$ cat src/hw/rtl/sdf_pkg.sv
// shared types and constants for the swept delay flanger
`timescale 1ns / 1ps

package sdf_pkg;

  localparam int unsigned SAMPLE_W = 16;
  localparam int unsigned GAIN_W   = 15;

  typedef logic signed [SAMPLE_W-1:0] sample_t;
  typedef logic [GAIN_W-1:0]          gain_t;

  // gain register after reset, about 0.7 in q15
  localparam gain_t GAIN_RESET = 15'd22938;

  // fixed-point constants for the offset table, q30
  localparam longint unsigned PI_Q30  = 64'd3373259426;
  localparam longint          ONE_Q30 = 64'sd1073741824;

endpackage

$ cat src/hw/rtl/sdf_ram.sv
// generic single-port-write ram with registered read
`timescale 1ns / 1ps

module sdf_ram #(
  parameter int unsigned Width = 16,
  parameter int unsigned Depth = 81
) (
  input  logic                     clk_i,
  input  logic                     we_i,
  input  logic [$clog2(Depth)-1:0] waddr_i,
  input  logic [Width-1:0]         wdata_i,
  input  logic                     re_i,
  input  logic [$clog2(Depth)-1:0] raddr_i,
  output logic [Width-1:0]         rdata_o
);

  logic [Width-1:0] mem_q [Depth];
  logic [Width-1:0] rdata_q;

  // read-first: a read and a write to one address in one cycle return the old data
  always_ff @(posedge clk_i) begin
    if (re_i) begin
      rdata_q <= mem_q[raddr_i];
    end
    if (we_i) begin
      mem_q[waddr_i] <= wdata_i;
    end
  end

  assign rdata_o = rdata_q;

endmodule

$ cat src/hw/rtl/sdf_sweep.sv
// lfo phase and swept delay offset, next offset counted against a threshold table
`timescale 1ns / 1ps

module sdf_sweep #(
  parameter int unsigned DELAY_SPAN = 80,
  parameter int unsigned LFO_STEPS  = 8000
) (
  input  logic                              clk_i,
  input  logic                              rst_ni,
  input  logic                              step_i,
  output logic [$clog2(DELAY_SPAN+1)-1:0]   offset_o
);

  localparam int unsigned PH_W   = $clog2(LFO_STEPS);
  localparam int unsigned HALF   = LFO_STEPS / 2;
  localparam int unsigned FOLD_W = $clog2(HALF + 2);
  localparam int unsigned D_W    = $clog2(DELAY_SPAN + 1);
  localparam int unsigned IDX_W  = $clog2(DELAY_SPAN);

  localparam longint unsigned LfoL = 64'(LFO_STEPS);
  localparam longint          OneS = sdf_pkg::ONE_Q30;

  // 1 - cos(2 pi p / steps) in q30, truncating taylor series to the x^24 term
  function automatic longint omc_q30(input longint unsigned pin);
    longint unsigned pp, m, mm, x, x2, term;
    longint          sum, omc;
    logic            flip;
    pp = pin;
    if (pp > LfoL - pp) pp = LfoL - pp;
    m = 2 * pp;
    if (m == 0) return 0;
    if (3 * m == LfoL) return OneS / 2;
    if (2 * m == LfoL) return OneS;
    if (3 * m == 2 * LfoL) return 3 * (OneS / 2);
    if (m == LfoL) return 2 * OneS;
    flip = (2 * m > LfoL);
    mm   = flip ? (LfoL - m) : m;
    x    = (sdf_pkg::PI_Q30 * mm + LfoL / 2) / LfoL;
    x2   = (x * x + (64'd1 << 29)) >> 30;
    term = 64'(OneS);
    sum  = OneS;
    term = ((term * x2) >> 30) / 2;   sum = sum - longint'(term);
    term = ((term * x2) >> 30) / 12;  sum = sum + longint'(term);
    term = ((term * x2) >> 30) / 30;  sum = sum - longint'(term);
    term = ((term * x2) >> 30) / 56;  sum = sum + longint'(term);
    term = ((term * x2) >> 30) / 90;  sum = sum - longint'(term);
    term = ((term * x2) >> 30) / 132; sum = sum + longint'(term);
    term = ((term * x2) >> 30) / 182; sum = sum - longint'(term);
    term = ((term * x2) >> 30) / 240; sum = sum + longint'(term);
    term = ((term * x2) >> 30) / 306; sum = sum - longint'(term);
    term = ((term * x2) >> 30) / 380; sum = sum + longint'(term);
    term = ((term * x2) >> 30) / 462; sum = sum - longint'(term);
    term = ((term * x2) >> 30) / 552; sum = sum + longint'(term);
    omc = flip ? (OneS + sum) : (OneS - sum);
    if (omc < 0) omc = 0;
    if (omc > 2 * OneS) omc = 2 * OneS;
    return omc;
  endfunction

  function automatic longint unsigned offset_of(input longint unsigned pp);
    longint unsigned v;
    v = (64'(DELAY_SPAN) * 64'(omc_q30(pp))) >> 31;
    if (v > 64'(DELAY_SPAN)) v = 64'(DELAY_SPAN);
    return v;
  endfunction

  // entry k-1 is the smallest folded phase whose offset reaches k
  function automatic logic [DELAY_SPAN*FOLD_W-1:0] thr_table();
    logic [DELAY_SPAN*FOLD_W-1:0] tab;
    int unsigned                  filled;
    longint unsigned              dv;
    for (int unsigned i = 0; i < DELAY_SPAN; i++) begin
      tab[i*FOLD_W +: FOLD_W] = FOLD_W'(HALF + 1);
    end
    filled = 0;
    for (int unsigned pp = 0; pp <= HALF; pp++) begin
      dv = offset_of(64'(pp));
      while (64'(filled) < dv) begin
        tab[filled*FOLD_W +: FOLD_W] = FOLD_W'(pp);
        filled++;
      end
    end
    return tab;
  endfunction

  localparam logic [DELAY_SPAN*FOLD_W-1:0] THR = thr_table();

  logic [PH_W-1:0]   phase_q, phase_nx;
  logic [PH_W:0]     tail;
  logic [FOLD_W-1:0] fold, thr;
  logic [D_W-1:0]    d_q, acc_q, k_q;
  logic [IDX_W-1:0]  idx;
  logic              busy;

  assign phase_nx = (phase_q == PH_W'(LFO_STEPS - 1)) ? '0 : phase_q + 1'b1;
  assign tail     = (PH_W+1)'(LFO_STEPS) - {1'b0, phase_nx};
  assign fold     = ({1'b0, phase_nx} > tail) ? FOLD_W'(tail) : FOLD_W'(phase_nx);

  assign busy = (k_q != D_W'(DELAY_SPAN));
  assign idx  = busy ? k_q[IDX_W-1:0] : '0;
  assign thr  = THR[idx*FOLD_W +: FOLD_W];

  // one threshold compared per cycle, the count ending just before the earliest
  // next phase step, which needs span + 1 pointer advances
  always_ff @(posedge clk_i or negedge rst_ni) begin
    if (!rst_ni) begin
      phase_q <= '0;
      d_q     <= '0;
      acc_q   <= '0;
      k_q     <= '0;
    end else if (step_i) begin
      phase_q <= phase_nx;
      d_q     <= acc_q;
      acc_q   <= '0;
      k_q     <= '0;
    end else if (busy) begin
      acc_q <= acc_q + D_W'(fold >= thr);
      k_q   <= k_q + 1'b1;
    end
  end

  assign offset_o = d_q;

`ifndef ASSERT_OFF
  a_scan_done: assert property (@(posedge clk_i) disable iff (!rst_ni)
    step_i |-> !busy) else $error("phase step before offset count finished");
  a_offset_range: assert property (@(posedge clk_i) disable iff (!rst_ni)
    step_i |=> d_q <= D_W'(DELAY_SPAN)) else $error("offset beyond span");
  a_phase_range: assert property (@(posedge clk_i) disable iff (!rst_ni)
    step_i |=> (phase_q == 0 || phase_q == $past(phase_q) + 1'b1))
    else $error("phase did not advance by one");
`endif

endmodule

$ cat src/hw/rtl/swept_delay_flanger.sv
// swept delay flanger top: delay store, read pointer, gain and output datapath
// results pass through stage one and then the output register; one item per cycle sustained while out_ready_i is high
// the delay store is a ram with registered read, written and read once per transfer
// reset: pointer, phase and offset to zero, gain to 22938; store entries read as zero
// until written (one valid flop per entry, no clearing pass)
`timescale 1ns / 1ps

module swept_delay_flanger #(
  parameter int unsigned DELAY_SPAN = 80,
  parameter int unsigned LFO_STEPS  = 8000
) (
  input  logic              clk_i,
  input  logic              rst_ni,
  // configuration: gain register
  input  logic              cfg_we_i,
  input  sdf_pkg::gain_t    cfg_wdata_i,
  // input channel
  input  logic              in_valid_i,
  output logic              in_ready_o,
  input  sdf_pkg::sample_t  sample_in_i,
  // output channel
  output logic              out_valid_o,
  input  logic              out_ready_i,
  output sdf_pkg::sample_t  sample_out_o
);

  localparam int unsigned DEPTH = DELAY_SPAN + 1;
  localparam int unsigned PTR_W = $clog2(DEPTH);

  // ---------------------------------------------------------------------------
  // handshake and pipeline control
  // ---------------------------------------------------------------------------
  logic accept, out_load;
  logic st_vld_q, out_vld_q;

  // output register loads when empty or being taken
  assign out_load   = !out_vld_q || out_ready_i;
  // input stage can take a transfer when it is empty or moving on
  assign in_ready_o = !st_vld_q || out_load;
  assign accept     = in_valid_i && in_ready_o;

  // ---------------------------------------------------------------------------
  // gain register
  // ---------------------------------------------------------------------------
  sdf_pkg::gain_t gain_q;

  always_ff @(posedge clk_i or negedge rst_ni) begin
    if (!rst_ni) begin
      gain_q <= sdf_pkg::GAIN_RESET;
    end else if (cfg_we_i) begin
      gain_q <= cfg_wdata_i;
    end
  end

  // ---------------------------------------------------------------------------
  // read pointer and write slot
  // ---------------------------------------------------------------------------
  logic [PTR_W-1:0] ptr_q, offset, slot;
  logic             ptr_last;

  assign ptr_last = (ptr_q == PTR_W'(DELAY_SPAN));

  // slot sits offset places behind the pointer, wrapping around the store
  assign slot = (ptr_q >= offset) ? (ptr_q - offset)
              : PTR_W'({1'b0, ptr_q} + (PTR_W+1)'(DEPTH) - {1'b0, offset});

  always_ff @(posedge clk_i or negedge rst_ni) begin
    if (!rst_ni) begin
      ptr_q <= '0;
    end else if (accept) begin
      ptr_q <= ptr_last ? '0 : ptr_q + 1'b1;
    end
  end

  // lfo phase advances when the pointer wraps
  sdf_sweep #(
    .DELAY_SPAN (DELAY_SPAN),
    .LFO_STEPS  (LFO_STEPS)
  ) u_sweep (
    .clk_i    (clk_i),
    .rst_ni   (rst_ni),
    .step_i   (accept && ptr_last),
    .offset_o (offset)
  );

  // ---------------------------------------------------------------------------
  // delay store: read at the pointer and write at the slot on the same edge
  // ---------------------------------------------------------------------------
  sdf_pkg::sample_t rd_data;
  logic [DEPTH-1:0] vld_q;

  sdf_ram #(
    .Width (sdf_pkg::SAMPLE_W),
    .Depth (DEPTH)
  ) u_store (
    .clk_i   (clk_i),
    .we_i    (accept),
    .waddr_i (slot),
    .wdata_i (sample_in_i),
    .re_i    (accept),
    .raddr_i (ptr_q),
    .rdata_o (rd_data)
  );

  // entry written at least once since reset; unwritten entries read as zero
  always_ff @(posedge clk_i or negedge rst_ni) begin
    if (!rst_ni) begin
      vld_q <= '0;
    end else if (accept) begin
      vld_q[slot] <= 1'b1;
    end
  end

  // ---------------------------------------------------------------------------
  // stage one: sample and hit flag beside the ram read data
  // ---------------------------------------------------------------------------
  sdf_pkg::sample_t st_smp_q;
  logic             st_hit_q;

  always_ff @(posedge clk_i or negedge rst_ni) begin
    if (!rst_ni) begin
      st_vld_q <= 1'b0;
    end else if (in_ready_o) begin
      st_vld_q <= in_valid_i;
    end
  end

  always_ff @(posedge clk_i) begin
    if (accept) begin
      st_smp_q <= sample_in_i;
      st_hit_q <= vld_q[ptr_q];
    end
  end

  // ---------------------------------------------------------------------------
  // mix: sample + round(gain * delayed / 2^15), saturated to 16 bits
  // ---------------------------------------------------------------------------
  sdf_pkg::sample_t   delayed, y_sat;
  logic signed [31:0] prod, rnd;
  logic signed [16:0] scaled;
  logic signed [17:0] y;

  assign delayed = st_hit_q ? rd_data : '0;
  assign prod    = $signed({1'b0, gain_q}) * delayed;
  // adding half an lsb then an arithmetic shift rounds halves up
  assign rnd     = prod + 32'sd16384;
  assign scaled  = rnd[31:15];
  assign y       = {{2{st_smp_q[15]}}, st_smp_q} + {scaled[16], scaled};

  always_comb begin
    if (y > 18'sd32767) begin
      y_sat = 16'sh7fff;
    end else if (y < -18'sd32768) begin
      y_sat = 16'sh8000;
    end else begin
      y_sat = y[15:0];
    end
  end

  // ---------------------------------------------------------------------------
  // output register
  // ---------------------------------------------------------------------------
  sdf_pkg::sample_t out_smp_q;

  always_ff @(posedge clk_i or negedge rst_ni) begin
    if (!rst_ni) begin
      out_vld_q <= 1'b0;
    end else if (out_load) begin
      out_vld_q <= st_vld_q;
    end
  end

  always_ff @(posedge clk_i) begin
    if (out_load && st_vld_q) begin
      out_smp_q <= y_sat;
    end
  end

  assign out_valid_o  = out_vld_q;
  assign sample_out_o = out_smp_q;

`ifndef ASSERT_OFF
  a_ptr_wrap: assert property (@(posedge clk_i) disable iff (!rst_ni)
    accept && ptr_last |=> ptr_q == '0) else $error("pointer did not wrap");
  a_ptr_step: assert property (@(posedge clk_i) disable iff (!rst_ni)
    accept && !ptr_last |=> ptr_q == $past(ptr_q) + 1'b1)
    else $error("pointer did not advance");
  a_slot_marked: assert property (@(posedge clk_i) disable iff (!rst_ni)
    accept |=> vld_q[$past(slot)]) else $error("written entry not marked");
  a_stage_hold: assert property (@(posedge clk_i) disable iff (!rst_ni)
    st_vld_q && !out_load |=> st_vld_q && $stable(st_smp_q))
    else $error("stalled stage lost its item");
`endif

endmodule

$ cat config.mk
export PLATFORM = sky130hd
export DESIGN_NAME = swept_delay_flanger
export DESIGN_NICKNAME = d
export VERILOG_FILES = /design/src/hw/rtl/sdf_pkg.sv /design/src/hw/rtl/sdf_ram.sv /design/src/hw/rtl/sdf_sweep.sv /design/src/hw/rtl/swept_delay_flanger.sv
export SDC_FILE = /design/constraint.sdc
export NUM_CORES = 2
export LEC_CHECK = 0
export BUFFER_PORTS_ARGS = -buffer_cell sky130_fd_sc_hd__buf_4
export CAP_MARGIN = 0
export CORE_ASPECT_RATIO = 1.4
export CORE_MARGIN = 3
export CORE_UTILIZATION = 42
export CTS_CLUSTER_DIAMETER = 30
export DETAILED_ROUTE_END_ITERATION = 8
export GPL_ROUTABILITY_DRIVEN = 1
export GPL_TIMING_DRIVEN = 0
export HOLD_SLACK_MARGIN = 0.02
export SYNTH_ARGS = -nofsm -noshare
export SYNTH_HDL_FRONTEND = slang
export SYNTH_SLANG_ARGS = --single-unit
$ cat constraint.sdc
create_clock -name clk_i -period 9.1 [get_ports clk_i]
set_input_delay 0.455 -clock clk_i [delete_from_list [all_inputs] [get_ports clk_i]]
set_output_delay 0.455 -clock clk_i [all_outputs]
set_load 0.03 [all_outputs]
Word-level counts from Yosys, hierarchy flattened
Memory sizes are Yosys's and may differ from the RTL's. A register that Yosys moved wholly into a read port is not among the register bits.
Cells that the tools add are included.

word-level totals
  flip-flop bits (word level) = 172
  memory bits (writable) = 1296
  input bits = 36
  output and inout bits = 18
  logic and storage cells = 64
  memories = 1

cells by class
  add/sub/neg operators = 10
  multipliers = 2
  $lt $le $gt $ge = 8
  equality and inequality tests = 3
  shifts and indexed selects = 1
  multiplexer cells = 17
  bitwise gates (word level) = 1
  reduce and logical (&&, ||, !) cells = 9

memories
  name           words  bits a word  rd ports  clocked after memory_dff  wr ports  RTL line       text
  u_store.mem_q  81     16           1         1                         1         sdf_ram.sv:17  logic [Width-1:0] mem_q [Depth];

operators with widths
  cell                          number
  $shiftx A960 B12 Y12 const A  1
  $or A81 B81 Y81               1
  $mux W7                       7
  $add A32 B16 Y32 const B      1
  $mul A16 B16 Y32              1
  $mux W16                      2
  $add A16 B17 Y18              1
  $gt A18 B16 Y1 const B        1
  $lt A18 B16 Y1 const B        1
  $lt A7 B8 Y1 const B          2
  $add A7 B1 Y7 const B         2
  $gt A13 B14 Y1                1
  $sub A13 B13 Y14 const A      1
  $sub A7 B7 Y7                 2
  $add A13 B1 Y13 const B       1
  $eq A13 B13 Y1 const B        1
  $mux W13                      1
  $ge A12 B12 Y1                1
  $mux W12                      1
  $mul A7 B2 Y9 const B         1
  $add A7 B1 Y7                 1
  $add A7 B7 Y7 const B         1
  $bmux W1 S7                   1
  $demux W1 S7                  1
  other kinds (9)               17

Depth between registers and ports, before layout
  depth after elaboration = 9
  mapped depth = 35
  depth with buffers taken out = 33

By module
A second synthesis with hierarchy kept.

unflattened totals
  cell total of the unflattened synthesis = 4214
  area, all modules = 69638.0 µm²

by module, submodules not included
  module               times used  cells each  area an instance (µm²)  seq. area each (µm²)
  sdf_ram              1           2166        50140.6                 39397.8
  swept_delay_flanger  1           1550        15517.4                 3628.5
  sdf_sweep            1           498         3980.1                  850.8

Least setup slack after synthesis
No wires, ideal clock.

  kind = register -> register
  start = register st_hit_q
  end = register out_smp_q[10] (netlist: sample_out_o[10]), data pin
  setup time = 271 ps
  data arrival time = 8037 ps
  required time = 8829 ps
  slack = 792 ps
  cell stages (with the launch flop) = 33
  buffers on the path = 3
  period minus slack after synthesis = 8308 ps
  cells stage by stage = edfxtp_1 clkbuf_1 and2_1 clkbuf_1 nand2_1 fa_1 fa_1 inv_1 fa_1 fa_1 fa_1 inv_1 fa_1 inv_1 ha_1 and4_1 and4_1 o311ai_0 a31oi_1 a41o_1 nor2_1 o21bai_1 xor2_1 ha_1 a21o_1 a21o_1 a21oi_1 a32oi_1 nand2_1 o211ai_1 o21ai_0 clkbuf_1 o21ai_0

on the way
  word-level cells in the longest chain between the ends = 6
  elaborated cells on any way between the ends = 7
  those cells by class = add/sub (2); mul (1); order compare (2); mux (2)

RTL lines
  what                    RTL line                    text
  start, declared         swept_delay_flanger.sv:118  logic st_hit_q;
  start signal, assigned  swept_delay_flanger.sv:131  st_hit_q <= vld_q[ptr_q];
  $mux W16 *              swept_delay_flanger.sv:143  assign delayed = st_hit_q ? rd_data : '0;
  $mul A16 B16 Y32 *      swept_delay_flanger.sv:144  assign prod = $signed({1'b0, gain_q}) * delayed;
  $add A32 B16 Y32 *      swept_delay_flanger.sv:146  assign rnd = prod + 32'sd16384;
  $add A16 B17 Y18 *      swept_delay_flanger.sv:148  assign y = {{2{st_smp_q[15]}}, st_smp_q} + {scaled[16], scaled};
  $lt A18 B16 Y1          swept_delay_flanger.sv:153  end else if (y < -18'sd32768) begin
  $mux W16                swept_delay_flanger.sv:153
  end signal, assigned    swept_delay_flanger.sv:175  out_smp_q <= y_sat;
  end, declared           swept_delay_flanger.sv:163  sdf_pkg::sample_t out_smp_q;

Every way passes the cells marked *; elsewhere a longest branch is shown, timed or not.
A chain may end at the register's enable or synchronous reset.

Worst setup path in the final report
  start = register st_hit_q
  end = register out_smp_q[12] (netlist: sample_out_o[12]), data pin

The elaborated chain is that of the path after synthesis.

==> out/qor.csv <==
stage,metric,value,unit
yosys,number of register bits inferred by synthesis,1484,
critical_path,CP most frequent cell,fa_1,
clocking,"Clk Latency, worst-skew pair",0.87,ns
grt,gr usage total,21.7,%
critical_path,endpoint type of the worst setup path,register,
critical_path,"Arr. time, crit path",9.46,ns
grt,antenna violations before repair,1,
critical_path,Crit path required time,9.77,ns
timing,Max Slew Vio Count,0,
routing,Via density,5.59,
die,Initial Utilization,42.4,%
yosys,share of the yosys chip area belonging to registers,64.1,%
run_status,status,"complete, but fails checks",
timing,Setup Viol. Count Final,0,
die,row count,174,
critical_path,Worst setup SP type,register,
cells_and_area,Syn-to-layout area delta,19.5,%
timing,fin crit share,96.6,%
critical_path,Max Fanout on Critical Path,10,
timing,Worst Tran Pin Value,1.48,ns
cells_and_area,Layout fillers,13100,
min_path,min-delay worst type,primary input to register,
critical_path,CP peak stage delay,0.59,ns
yosys,Mapped Area,0.0684,mm²
yosys,cells after synthesis,3967,
yosys,main flop type after synthesis,edfxtp_1,
placement,Final HPWL DP,123000,µm
die,I/O Pins,54,
placement,IO buf count,52,
grt,total gr overflow,0,
yosys,Post-Syn Nets,4370,
routing,Routed Antenna Nets,0,
timing,minimum clock period,8.79,ns
yosys,"Distinct cells, synth",78,
clocking,Clock Root Buffer,clkbuf_16,
cells_and_area,final instance area,0.0818,mm²
die,Core Region,0.161,mm²
timing,f_max,114,MHz
cells_and_area,final core occ,50.7,%
cells_and_area,Layout Nets,4764,
critical_path,critical path's slowest cell,fa_2,
clocking,Worst-path clk slew,0.06,ns
routing,WL/cell,26.9,µm
timing,max_slew headroom,0.905,%
clocking,CTS tree,done,
yosys,Yosys Warn Count,0,
critical_path,WS Path Type,register to register,
run_status,violated checks,capacitance limit,
yosys,"EDFF count, synth",1345,
placement,area of placed instances,0.0730,mm²
timing,Worst Skew,0.0546,ns
routing,drt pass-1 iters,5,
placement,placed cells,6215,
grt,number of global-route vias before repair,39700,
routing,initial drt markers,3125,
yosys,share of flip-flops with an asynchronous set or reset,9.37,%
placement,final RePlAce weighted congestion,0.899,
die,die height,484,µm
grt,largest net degree at the start of global routing,95,
die,Die X,347,µm
routing,DRC Markers,0,
die,Die Footprint,0.168,mm²
yosys,syn_area_per_cell,17.3,µm²
grt,first-pass GRT wire length,267000,µm
clocking,Num CTS Buffers,237,
cells_and_area,final cell count without fillers,6686,
cells_and_area,layout cells sized above 1,28.2,%
timing,final hold violations,0,
clocking,clk sinks,1484,
clocking,CTS H-tree depth,4,
clocking,Longest Clk Path Bufs,3,
routing,Post-Route WL,180000,µm
routing,Vias,37400,
run,Max Cap Viol,1,
-- metal layers --
layer	up-vias	global-route usage, %	share of wire [%]
li1	16200	-	-
met1	19700	26.3	38
met2	1188	38.3	53
met3	353	3.38	4.9
met4	0	9.62	4.6
met5	-	0	0
-- kinds of logic after synthesis --
| group | share of synthesized area, % |
|---|---|
| DFF | 64.1 |
| and+or+nand+nor | 5.43 |
| buffers and inverters | 2.73 |
| muxes | 15.0 |
| adders and majority gates | 8.75 |
| AOI/OAI and AO/OA | 3.01 |
| xor gates and xnor gates | 0.921 |
-- registers in the layout, indices dropped and copies added (netlist names), 13 cells and up --
signal,count
sample_out_o,16
st_smp_q,16
u_sweep.phase_q,13
vld_q,81
u_store.mem_q,1296
u_store.rdata_o,16
gain_q,15
-- critical path, delay by kind of cell (launching register included) --
family	cells	cell delay, ns
xor gates and xnor gates	1	0.22
adders and majority gates	8	3.76
and+or+nand+nor	6	1.07
AOI/OAI and AO/OA	11	2.20
DFF	1	0.53
buffers and inverters	7	0.82
-- placed cells by master (no fill, tap or decap), drive strengths merged, types with 8 or more instances in the layout --
master       Yosys  layout
xor2            27      27
inv            279     332
a21oi           83      83
dfstp            8       8
dfrtp          131     131
xnor2           45      45
or3             12      12
a211oi          15      15
clkinvlp         0      30
edfxtp        1345    1345
nor2           186     187
nand2          243     243
nand3           33      33
o21ai           81      81
fa             186     186
bufinv           0      31
dlygate4sd3      0      19
ha             181     181
clkinv           1      78
nand4           14      14
nor3            25      25
a31oi           30      30
mux4           442     442
o211ai          11      11
o21bai          20      20
and2            17      17
and3           107     107
or2             80      80
buf             60     216
mux2            23      23
nand2b          15      15
a21o            30      30
clkbuf         148     384
-- metrics by stage --
| stage | hold WS (ns) | worst slack, ns | setup TNS [ns] |
|---|---|---|---|
| 3_5_place_dp | 0.441 | -0.741 | -9.14 |
| 2_1_floorplan | 0.159 | 0.792 | 0 |
| 5_1_grt | 0.0521 | -0.0519 | -0.379 |
| 3_3_place_gp | 0.441 | -1.22 | -25.06 |
| 4_1_cts | 0.0221 | 0.000296 | 0 |
| 6_report | 0.0954 | 0.307 | 0 |
-- Yosys cell counts (all sizes together), types with 25 or more instances --
| library cell | n | area [µm²] |
|---|---|---|
| a21o | 30 | 225 |
| a21oi | 83 | 415 |
| a31oi | 30 | 188 |
| and3 | 107 | 669 |
| buf | 60 | 263 |
| clkbuf | 148 | 557 |
| dfrtp | 131 | 3280 |
| edfxtp | 1345 | 40400 |
| fa | 186 | 3720 |
| ha | 181 | 2260 |
| inv | 279 | 1050 |
| mux4 | 442 | 9950 |
| nand2 | 243 | 912 |
| nand3 | 33 | 165 |
| nor2 | 186 | 708 |
| nor3 | 25 | 125 |
| o21ai | 81 | 413 |
| or2 | 80 | 500 |
| xnor2 | 45 | 394 |
| xor2 | 27 | 236 |
-- final cells by class --
class | count | area [µm²] | area share [%]
sequential | 1484 | 43900 | 53.7
multi-input combinational | 1996 | 23100 | 28.2
clock buffer | 257 | 6040 | 7.38
tap | 2112 | 2640 | 3.23
clock inverter | 191 | 2260 | 2.77
timing repair buffer | 164 | 1950 | 2.38
inverter | 280 | 1050 | 1.29
buffer | 198 | 850 | 1.04
antenna | 4 | 10.0 | 0.0122
-- final timing paths --
check / slack [ns] / endpoint / cells past startpoint / start
worst max-delay path: 0.31 / sample_out_o[12] / 33 / st_hit_q
worst min-delay path: 0.1 / gain_q[3] / 2 / cfg_we_i
worst max register to register: 0.31 / sample_out_o[12] / 33 / st_hit_q
worst min register to register: 0.46 / vld_q[80] / 1 / vld_q[80]
max in group asynchronous: 8.03 / vld_q[34] / 3 / rst_ni
min in group asynchronous: 0.15 / out_valid_o / 2 / rst_ni
-- timing repair --
item | in CTS | in global routing
gates cloned | 0 | 2
hold buffers | 19 | 0
endpoints found under the setup margin | 16 | 16
setup buffers | 1 | 7
resized for setup | 30 | 89
hold endpoints to repair | 62 | 0
pin swaps | 2 | 15
Power is left out: the tool's default activity adds up to more than one toggle a clock period on the data nets, which glitch-free logic cannot reach.
